<file path="config.mk">
export PLATFORM = sky130hd
export DESIGN_NAME = decimal_accumulator_cpu
export DESIGN_NICKNAME = d
export VERILOG_FILES = /design/src/dacc_pkg.sv /design/src/decimal_accumulator_cpu.sv /design/src/dacc_muldiv.sv
export VERILOG_INCLUDE_DIRS = /design/src /design/src/src
export SDC_FILE = /design/constraint.sdc
export NUM_CORES = 2
export LEC_CHECK = 0
export ABC_AREA = 1
export BUFFER_PORTS_ARGS = -buffer_cell sky130_fd_sc_hd__buf_2
export CAP_MARGIN = 25
export CORE_ASPECT_RATIO = 0.5
export CORE_MARGIN = 2
export CORE_UTILIZATION = 50
export CTS_CLUSTER_DIAMETER = 100
export CTS_CLUSTER_SIZE = 24
export DETAILED_ROUTE_END_ITERATION = 6
export GPL_TIMING_DRIVEN = 0
export PLACE_DENSITY = 0.65
export SETUP_SLACK_MARGIN = 0.05
export SLEW_MARGIN = 20
export SYNTH_ARGS = -nofsm -noshare
export SYNTH_HDL_FRONTEND = slang
export SYNTH_SLANG_ARGS = --single-unit
</file>
<file path="constraint.sdc">
create_clock -name clk -period 10.14 [get_ports clk]
set_input_delay 0 -clock clk [delete_from_list [all_inputs] [get_ports clk]]
set_output_delay 0 -clock clk [all_outputs]
set_load 0.03 [all_outputs]
</file>
<file path="src/assert_macros.svh">
// Assertion macros shared by the RTL files.
`ifndef ASSERT_MACROS_SVH
`define ASSERT_MACROS_SVH
// Clocked implication assertion, disabled during reset.
`define ASSERT_IMPL(label, ante, cons, msg) \
    label: assert property (@(posedge clk) disable iff (!rst_n) (ante) |-> (cons)) \
        else $error(msg);
// Next-cycle implication assertion, disabled during reset.
`define ASSERT_NEXT(label, ante, cons, msg) \
    label: assert property (@(posedge clk) disable iff (!rst_n) (ante) |=> (cons)) \
        else $error(msg);
`endif

</file>
<file path="src/dacc_pkg.sv">
// Package with types, opcodes and constants of the decimal accumulator machine.
`timescale 1ns / 1ps
package dacc_pkg;
    localparam int STORE_WORDS = 100;
    localparam int AW = 7;
    localparam int WW = 15;
    localparam logic signed [WW-1:0] WORD_MAX = 15'sd9999;
    localparam logic signed [WW-1:0] WORD_MIN = -15'sd9999;

    localparam logic [2:0] ST_RUN     = 3'd0;
    localparam logic [2:0] ST_HALT    = 3'd1;
    localparam logic [2:0] ST_OVF     = 3'd2;
    localparam logic [2:0] ST_DIV0    = 3'd3;
    localparam logic [2:0] ST_BADREAD = 3'd4;
    localparam logic [2:0] ST_OFFEND  = 3'd5;

    localparam logic [1:0] FN_LOAD    = 2'd0;
    localparam logic [1:0] FN_EXEC    = 2'd1;
    localparam logic [1:0] FN_PEEK    = 2'd2;
    localparam logic [1:0] FN_RESTART = 2'd3;

    localparam logic [6:0] OP_READ  = 7'd10;
    localparam logic [6:0] OP_WRITE = 7'd11;
    localparam logic [6:0] OP_LOAD  = 7'd20;
    localparam logic [6:0] OP_STORE = 7'd21;
    localparam logic [6:0] OP_ADD   = 7'd30;
    localparam logic [6:0] OP_SUB   = 7'd31;
    localparam logic [6:0] OP_DIV   = 7'd32;
    localparam logic [6:0] OP_MUL   = 7'd33;
    localparam logic [6:0] OP_BR    = 7'd40;
    localparam logic [6:0] OP_BRNEG = 7'd41;
    localparam logic [6:0] OP_BRZERO = 7'd42;
    localparam logic [6:0] OP_HALT  = 7'd43;

    // Request to the shared multiply/divide unit.
    typedef struct packed {
        logic                 start;
        logic                 is_div;
        logic signed [WW-1:0] a;
        logic signed [WW-1:0] b;
    } md_req_t;

    typedef struct packed {
        logic                 done;
        logic signed [31:0]   result;
    } md_rsp_t;
endpackage

</file>
<file path="src/decimal_accumulator_cpu.sv">
// Top level of the decimal accumulator machine with a 100-word store.
//  channel | dir | handshake         | payload
//  s_axis  | in  | tvalid/tready     | tdata: address, data_word; tuser: func
//  m_axis  | out | tvalid/tready     | tdata: result fields
// From acceptance to a valid result, load and restart go through the peek and
// output states, peek adds fetch, an instruction adds fetch, operand and execute,
// and multiply or divide also use the shared bit-serial unit for 14 steps.
// After reset a clearing pass writes zero to all 100 words, and no item is
// accepted meanwhile.
// A result waits in the output register; the block is ready again in the cycle
// after it has been taken.
`timescale 1ns / 1ps
`include "assert_macros.svh"
module decimal_accumulator_cpu
    import dacc_pkg::*;
(
    input  logic        clk,
    input  logic        rst_n,
    input  logic        s_axis_tvalid,
    output logic        s_axis_tready,
    input  logic [23:0] s_axis_tdata,  // address[6:0], data_word[21:7], zero pad
    input  logic [1:0]  s_axis_tuser,  // func
    output logic        m_axis_tvalid,
    input  logic        m_axis_tready,
    output logic [47:0] m_axis_tdata   // status, stopped, out_valid, out_word,
                                       // input_taken, program_counter,
                                       // accumulator_value, zero pad
);
    typedef enum logic [7:0] {
        S_CLEAR = 8'b00000001,
        S_IDLE  = 8'b00000010,
        S_FETCH = 8'b00000100,
        S_OPER  = 8'b00001000,
        S_EXEC  = 8'b00010000,
        S_MD    = 8'b00100000,
        S_PEEK  = 8'b01000000,
        S_OUT   = 8'b10000000
    } state_t;

    state_t state_reg, state_next;
    logic signed [WW-1:0] mem [STORE_WORDS];
    logic signed [WW-1:0] rd_reg;
    logic [AW-1:0] raddr;
    logic          we;
    logic [AW-1:0] waddr;
    logic signed [WW-1:0] wdata;

    logic [AW-1:0] clr_reg, clr_next;
    logic [1:0]    func_reg, func_next;
    logic [AW-1:0] addr_reg, addr_next;
    logic signed [WW-1:0] dw_reg, dw_next;
    logic signed [WW-1:0] acc_reg, acc_next;
    logic [AW-1:0] pc_reg, pc_next;
    logic [2:0]    st_reg, st_next;
    logic [6:0]    op_reg, op_next;
    logic [AW-1:0] opd_reg, opd_next;
    logic          ov_reg, ov_next;
    logic signed [WW-1:0] ow_reg, ow_next;
    logic          tk_reg, tk_next;
    logic          mv_reg, mv_next;

    md_req_t md_req;
    md_rsp_t md_rsp;

    logic [1:0]  in_func;
    logic [AW-1:0] in_addr;
    logic signed [WW-1:0] in_dw;
    logic        addr_ok, opd_ok;
    logic signed [WW-1:0] m_val;
    logic signed [WW-1:0] sat_dw;
    logic [WW-1:0] ir_mag;
    logic [13:0] q100;
    logic [6:0]  r100, opc, opd_calc;
    logic signed [WW:0] sum;
    logic [AW:0] pc_inc;

    assign in_func = s_axis_tuser;
    assign in_addr = s_axis_tdata[6:0];
    assign in_dw   = s_axis_tdata[21:7];
    assign addr_ok = addr_reg < AW'(STORE_WORDS);
    assign opd_ok  = opd_reg < AW'(STORE_WORDS);
    assign m_val   = opd_ok ? rd_reg : '0;
    assign sat_dw  = (dw_reg > WORD_MAX) ? WORD_MAX : (dw_reg < WORD_MIN) ? WORD_MIN : dw_reg;

    // Split the fetched word into opcode and operand by reciprocal multiply
    // (magnitude / 100 via *655 >> 16, which is low by at most one, with one
    // correction step).
    always_comb
    begin
        logic [29:0] prod;
        logic [13:0] qe;
        logic [14:0] re;
        ir_mag = rd_reg[WW-1] ? WW'(-rd_reg) : rd_reg;
        prod = 30'(ir_mag) * 30'd655;
        qe = prod[29:16];
        re = ir_mag - 15'(qe * 14'd100);
        if (re >= 15'd100)
        begin
            q100 = qe + 14'd1;
            r100 = 7'(re - 15'd100);
        end
        else
        begin
            q100 = qe;
            r100 = re[6:0];
        end
        // Negative words never yield a valid opcode; operand is then unused.
        opc = rd_reg[WW-1] ? 7'd0 : q100[6:0];
        opd_calc = r100;
    end

    assign sum = (op_reg == OP_SUB) ? (WW+1)'(acc_reg) - (WW+1)'(m_val)
                                    : (WW+1)'(acc_reg) + (WW+1)'(m_val);
    assign pc_inc = {1'b0, pc_reg} + 8'd1;

    // Store, read and written in one clocked block.
    always_ff @(posedge clk)
    begin
        if (we)
            mem[waddr] <= wdata;
        rd_reg <= mem[raddr];
    end

    always_comb
    begin
        state_next = state_reg;
        clr_next = clr_reg;
        func_next = func_reg;
        addr_next = addr_reg;
        dw_next = dw_reg;
        acc_next = acc_reg;
        pc_next = pc_reg;
        st_next = st_reg;
        op_next = op_reg;
        opd_next = opd_reg;
        ov_next = ov_reg;
        ow_next = ow_reg;
        tk_next = tk_reg;
        mv_next = mv_reg;
        we = 1'b0;
        waddr = addr_reg;
        wdata = sat_dw;
        raddr = addr_reg;
        md_req.start = 1'b0;
        md_req.is_div = (op_reg == OP_DIV);
        md_req.a = acc_reg;
        md_req.b = m_val;
        unique case (state_reg)
            S_CLEAR:
            begin
                we = 1'b1;
                waddr = clr_reg;
                wdata = '0;
                clr_next = clr_reg + AW'(1);
                if (clr_reg == AW'(STORE_WORDS - 1))
                    state_next = S_IDLE;
            end
            S_IDLE:
            begin
                if (s_axis_tvalid)
                begin
                    func_next = in_func;
                    addr_next = in_addr;
                    dw_next = in_dw;
                    ov_next = 1'b0;
                    ow_next = '0;
                    tk_next = 1'b0;
                    state_next = S_PEEK;
                end
            end
            S_PEEK:
            begin
                unique case (func_reg)
                    FN_LOAD:
                    begin
                        we = addr_ok;
                        state_next = S_OUT;
                    end
                    FN_EXEC:
                    begin
                        raddr = pc_reg;
                        if (st_reg != ST_RUN)
                            state_next = S_OUT;
                        else if (pc_reg >= AW'(STORE_WORDS))
                        begin
                            st_next = ST_OFFEND;
                            state_next = S_OUT;
                        end
                        else
                            state_next = S_FETCH;
                    end
                    FN_PEEK:
                    begin
                        // rd_reg is valid next cycle.
                        opd_next = addr_reg;
                        state_next = S_FETCH;
                    end
                    FN_RESTART:
                    begin
                        acc_next = '0;
                        pc_next = '0;
                        st_next = ST_RUN;
                        state_next = S_OUT;
                    end
                    default: state_next = S_OUT;
                endcase
            end
            S_FETCH:
            begin
                if (func_reg == FN_PEEK)
                begin
                    ov_next = 1'b1;
                    ow_next = m_val;
                    state_next = S_OUT;
                end
                else
                begin
                    op_next = opc;
                    opd_next = opd_calc;
                    pc_next = AW'(pc_inc);
                    state_next = S_OPER;
                end
            end
            S_OPER:
            begin
                raddr = opd_reg;
                state_next = S_EXEC;
            end
            S_EXEC:
            begin
                waddr = opd_reg;
                state_next = S_OUT;
                unique case (op_reg)
                    OP_READ:
                    begin
                        tk_next = 1'b1;
                        if (dw_reg > WORD_MAX || dw_reg < WORD_MIN)
                            st_next = ST_BADREAD;
                        else
                        begin
                            we = opd_ok;
                            wdata = dw_reg;
                        end
                    end
                    OP_WRITE:
                    begin
                        ov_next = 1'b1;
                        ow_next = m_val;
                    end
                    OP_LOAD: acc_next = m_val;
                    OP_STORE:
                    begin
                        we = opd_ok;
                        wdata = acc_reg;
                    end
                    OP_ADD, OP_SUB:
                    begin
                        if (sum > (WW+1)'(WORD_MAX) || sum < (WW+1)'(WORD_MIN))
                            st_next = ST_OVF;
                        else
                            acc_next = WW'(sum);
                    end
                    OP_DIV:
                    begin
                        if (m_val == '0)
                            st_next = ST_DIV0;
                        else
                        begin
                            md_req.start = 1'b1;
                            state_next = S_MD;
                        end
                    end
                    OP_MUL:
                    begin
                        md_req.start = 1'b1;
                        state_next = S_MD;
                    end
                    OP_BR: pc_next = opd_reg;
                    OP_BRNEG: if (acc_reg[WW-1]) pc_next = opd_reg;
                    OP_BRZERO: if (acc_reg == '0) pc_next = opd_reg;
                    OP_HALT: st_next = ST_HALT;
                    default: ;
                endcase
                if (state_next == S_OUT && st_next == ST_RUN
                    && pc_next >= AW'(STORE_WORDS))
                    st_next = ST_OFFEND;
            end
            S_MD:
            begin
                if (md_rsp.done)
                begin
                    if (md_rsp.result > 32'(WORD_MAX) || md_rsp.result < 32'(WORD_MIN))
                        st_next = ST_OVF;
                    else
                        acc_next = WW'(md_rsp.result);
                    if (st_next == ST_RUN && pc_reg >= AW'(STORE_WORDS))
                        st_next = ST_OFFEND;
                    state_next = S_OUT;
                end
            end
            S_OUT:
            begin
                mv_next = 1'b1;
                if (mv_reg && m_axis_tready)
                begin
                    mv_next = 1'b0;
                    state_next = S_IDLE;
                end
            end
            default: state_next = S_IDLE;
        endcase
    end

    always_ff @(posedge clk or negedge rst_n)
    begin
        if (!rst_n)
        begin
            state_reg <= S_CLEAR;
            clr_reg <= '0;
            acc_reg <= '0;
            pc_reg <= '0;
            st_reg <= ST_RUN;
            mv_reg <= 1'b0;
        end
        else
        begin
            state_reg <= state_next;
            clr_reg <= clr_next;
            acc_reg <= acc_next;
            pc_reg <= pc_next;
            st_reg <= st_next;
            mv_reg <= mv_next;
        end
    end

    always_ff @(posedge clk)
    begin
        func_reg <= func_next;
        addr_reg <= addr_next;
        dw_reg <= dw_next;
        op_reg <= op_next;
        opd_reg <= opd_next;
        ov_reg <= ov_next;
        ow_reg <= ow_next;
        tk_reg <= tk_next;
    end

    dacc_muldiv u_md (
        .clk   (clk),
        .rst_n (rst_n),
        .req   (md_req),
        .rsp   (md_rsp)
    );

    assign s_axis_tready = (state_reg == S_IDLE);
    assign m_axis_tvalid = mv_reg;
    assign m_axis_tdata = {5'd0, acc_reg, pc_reg, tk_reg, ow_reg, ov_reg,
                           (st_reg != ST_RUN), st_reg};

    `ASSERT_IMPL(a_out_in_state, mv_reg, state_reg == S_OUT, "result outside output state")
    `ASSERT_IMPL(a_no_accept_busy, mv_reg, !s_axis_tready, "ready while result pending")
    `ASSERT_NEXT(a_pc_range, state_reg == S_OUT, pc_reg <= AW'(STORE_WORDS),
                 "counter beyond store end")
    `ASSERT_IMPL(a_off_end_stops, mv_reg && pc_reg >= AW'(STORE_WORDS) && func_reg == FN_EXEC,
                 st_reg != ST_RUN, "running past store end")
endmodule

</file>
<file path="src/dacc_muldiv.sv">
// Shared iterative shift-add multiplier and restoring divider, one bit per cycle.
`timescale 1ns / 1ps
`include "assert_macros.svh"
module dacc_muldiv
    import dacc_pkg::*;
(
    input  logic    clk,
    input  logic    rst_n,
    input  md_req_t req,
    output md_rsp_t rsp
);
    logic        busy_reg, busy_next;
    logic        div_reg, div_next;
    logic [3:0]  cnt_reg, cnt_next;
    logic        neg_reg, neg_next;
    logic [13:0] mag_reg, mag_next;   // multiplicand or divisor magnitude
    logic [27:0] acc_reg, acc_next;   // product, or remainder:quotient
    logic        done_reg, done_next;
    logic [13:0] abs_a, abs_b;
    logic [14:0] trial;
    logic [27:0] shifted;
    logic signed [31:0] mag_res;

    assign abs_a = req.a[WW-1] ? 14'(-req.a) : req.a[13:0];
    assign abs_b = req.b[WW-1] ? 14'(-req.b) : req.b[13:0];
    assign shifted = {acc_reg[26:0], 1'b0};
    // The shifted partial remainder needs 15 bits, so the bit shifted out is kept.
    assign trial = {acc_reg[27], shifted[27:14]} - {1'b0, mag_reg};

    always_comb
    begin
        busy_next = busy_reg;
        div_next  = div_reg;
        cnt_next  = cnt_reg;
        neg_next  = neg_reg;
        mag_next  = mag_reg;
        acc_next  = acc_reg;
        done_next = 1'b0;
        if (req.start)
        begin
            busy_next = 1'b1;
            div_next  = req.is_div;
            cnt_next  = 4'd13;
            neg_next  = req.a[WW-1] ^ req.b[WW-1];
            mag_next  = abs_b;
            acc_next  = req.is_div ? {14'd0, abs_a} : {abs_a, 14'd0};
        end
        else if (busy_reg)
        begin
            if (div_reg)
            begin
                if (!trial[14])
                    acc_next = {trial[13:0], shifted[13:1], 1'b1};
                else
                    acc_next = shifted;
            end
            else
            begin
                // Multiplier bits are consumed from the top of acc.
                acc_next = acc_reg[27] ? shifted + {14'd0, mag_reg} : shifted;
            end
            if (cnt_reg == 4'd0)
            begin
                busy_next = 1'b0;
                done_next = 1'b1;
            end
            else
                cnt_next = cnt_reg - 4'd1;
        end
    end

    always_ff @(posedge clk or negedge rst_n)
    begin
        if (!rst_n)
        begin
            busy_reg <= 1'b0;
            done_reg <= 1'b0;
        end
        else
        begin
            busy_reg <= busy_next;
            done_reg <= done_next;
        end
    end

    always_ff @(posedge clk)
    begin
        div_reg  <= div_next;
        cnt_reg  <= cnt_next;
        neg_reg  <= neg_next;
        mag_reg  <= mag_next;
        acc_reg  <= acc_next;
    end

    assign mag_res = div_reg ? $signed({18'd0, acc_reg[13:0]}) : $signed({4'd0, acc_reg});
    assign rsp.done = done_reg;
    assign rsp.result = neg_reg ? -mag_res : mag_res;

    `ASSERT_NEXT(a_done_after_busy, done_reg, !busy_reg, "done while still busy")
    `ASSERT_IMPL(a_no_start_busy, req.start, !busy_reg, "start while busy")
endmodule
</file>
==> metrics.md <==
| Metric | Value |
|---|---|
| Global route total overflow | `0` |
| Min-delay src | `s_axis_tdata[7]` |
| Area grow syn2layout | `11.5%` |
| CTS tree | `yes` |
| CP endpoint kind | `flip-flop` |
| Top post-synthesis cells by area | `edfxtp_1 61%, nand3_1 5.8%, nand2_1 5.8%, nor2_1 3.6%, o211ai_1 3.2%` |
| Drt pass-1 iters | `7` |
| Tmin final | `9660 ps` |
| HP Class | `input port to flip-flop` |
| Number of core rows | `102` |
| Nets@finish | `7738` |
| Slew Limit Headroom | `0.233` |
| Synth top area share | `0.615` |
| # clock sinks | `1661` |
| Worst setup SP type | `flip-flop` |
| Seq cells post-synth | `1661` |
| Asr flop ratio synth | `0.0259` |
| Netlist Area Pre-Place | `78100 sq um` |
| I/O pin cnt | `80` |
| Crit-path max cell delay | `550 ps` |
| Die Height | `283 microns` |
| Routed WL | `250 mm` |
| FMAX | `104 MHz` |
| Top_reg_cell synth | `edfxtp_1` |
| Via density per instance | `5.95` |
| Clk_lat worst skew | `750 ps` |
| Max Cap Viol | `0` |
| Worst R2R Setup Slack | `480 ps` |
| Most frequent CP cell | `inv_1` |
| Hold depth | `2` |
| Yosys top cell by area | `edfxtp_1` |
| HPWL Detailed | `185 mm` |
| Per-instance average area after synthesis | `10.9 sq um` |
| Total GRT Usage | `0.307` |
| Arrival time worst endpoint | `10150 ps` |
| Reg2reg end | `op_reg[0]` |
| Failing checks | `design-rule violations` |
| FF+latch area | `49500 sq um` |
| Layout cells sized above 1 | `0.124` |
| Die footprint | `160000 sq um` |
| CP Max Fanout | `7` |
| WP data required | `10630 ps` |
| First-pass GRT wire length | `356 mm` |
| Largest net degree at the start of global routing | `60` |
| Via count | `57000` |
| CP Class | `flip-flop to flip-flop` |
| Syn Inst Count | `7148` |
| Slew @ Worst Pin | `1150 ps` |
| Core area | `155000 sq um` |
| Most numerous cell in the Yosys netlist | `edfxtp_1` |
| Netlist cell types | `60` |
| Number of flip-flops in the largest register | `1500` |
| WHS Endpoint | `dw_reg[0]` |
| Commonest cells post-synth | `1599 x edfxtp_1, 1205 x nand2_1, 912 x nand3_1` |
| Slew Limit Fails | `0` |
| R2R depth | `48` |
| Initial antenna violation count | `9` |
| Area of the multi-input gates | `25800 sq um` |
| Endpoints failing hold | `0` |
| Max Buffers Root-to-Sink | `3` |
| Drt wl/cell | `26.1 microns` |
| Number of port buffers | `72` |
| Post-route ant nets | `0` |
| Die X | `563 microns` |
| Run status | `complete, but fails checks` |
| DR DRC count | `2` |
| Worst Skew | `31.7 ps` |
| EDFF count, synth | `1599` |
| Seq/Total Area, Yosys | `0.633` |
| CTS Buf Count | `79` |
| Fillers | `13100` |
| Initial Util | `0.504` |
| Crit share post-route | `0.952` |
| Clock root cell | `clkbuf_16` |
| Vias in the first global route | `52700` |
| H-tree level count | `3` |
| Reg2Reg Launch Point | `rd_reg[0]` |
| Iteration-0 DRC count of the detailed router | `7884` |
| Synthesis Warnings | `0` |
| GP Congestion | `1.02` |
| Clock Pin Slew Worst Setup and Hold Paths | `120 ps` |
| CP max-delay cell | `fa_1` |
| Final Setup Violations | `0` |
| Final core occ | `0.562` |
-- metal layers --
metal  GRT usage  wire (microns)  part of all wire
met1       0.443          103000              0.41
met2       0.449          106000              0.43
met3      0.0872           32000              0.13
met4      0.0965            8810             0.035
met5           0              13          0.000052
-- logic make-up (layout without fill, tap and decap cells) --
family / count (synthesis) / after routing / share of synthesized area
simple gates: 3266 / 3266 / 0.185
compound gates: 979 / 979 / 0.0794
other cells: 1 / 10 / 0.0000480
flops: 1661 / 1661 / 0.633
xor+xnor: 121 / 121 / 0.0136
buf+inv: 883 / 1225 / 0.0463
fa+ha+maj: 237 / 237 / 0.0426
-- critical path: cells and delay by family (launching register included) --
kind            cells  cell delay, ps
compound gates      5             930
xor+xnor            3             660
fa+ha+maj          12            4460
buf+inv            11             940
flops               1             420
simple gates       17            2000
-- cell usage in the layout (no fill, tap or decap), drive strengths merged, types with 11 or more instances in the layout --
cell            n
dfrtp          42
nand2        1209
xnor2          31
inv           485
nand3         913
nand4          42
clkbuf        284
ha            189
dlygate4sd3    43
a221oi         12
or2           276
nor4           12
o22ai          28
xor2           90
buf           405
o211ai        329
fa             48
nor3           41
a31oi          11
o21ai         354
a21oi         116
dfxtp          19
nor2          762
a21o           82
edfxtp       1599
-- worst max-delay path by stage --
stage / from / end / slack, ps / depth (start not counted)
finish: rd_reg[0] / op_reg[0] / 480 / 48
global route: rd_reg[0] / op_reg[0] / -9 / 48
CTS: rd_reg[0] / op_reg[0] / 50 / 48
detailed placement: rd_reg[0] / op_reg[0] / -900 / 50
global placement: state_reg[1] / mem[10][0] / -4600 / 8
floorplan: rd_reg[0] / op_reg[0] / 960 / 50
-- per-stage QoR --
stage / worst slack (ps) / TNS (ps) / area, sq um / hold slack [ps] / std cells
final: 483 / 0 / 87100 / 54.4 / 9579
after global routing: -9.01 / -9.01 / 87100 / 37.3 / 9575
after CTS: 50.5 / 0 / 86700 / 7.08 / 9553
after detailed placement: -901 / -9860 / 83900 / 67.1 / 9402
after global placement: -4600 / -2656700 / 81100 / 178 / 9304
after floorplan: 961 / 0 / 78100 / -296 / 7152
-- area by class of cell --
class	instances	area share
clock buffer	98	0.0243
clock inverter	6	0.00114
inverter	487	0.0210
antenna	5	0.000144
tap	2080	0.0299
timing repair buffer	238	0.0376
buffer	396	0.0208
multi-input combinational	4608	0.297
sequential	1661	0.568
-- timing repair --
action / CTS / global route
buffers inserted: 3 / 20
pin swaps: 2 / 24
resized for setup: 25 / 44
setup endpoints to repair: 12 / 12
cloned: 0 / 1
endpoints found under the hold margin: 101 / 0
hold buffers: 44 / 0
Power is left out: the tool's default activity adds up to more than one toggle a clock period on the data nets, which glitch-free logic cannot reach.
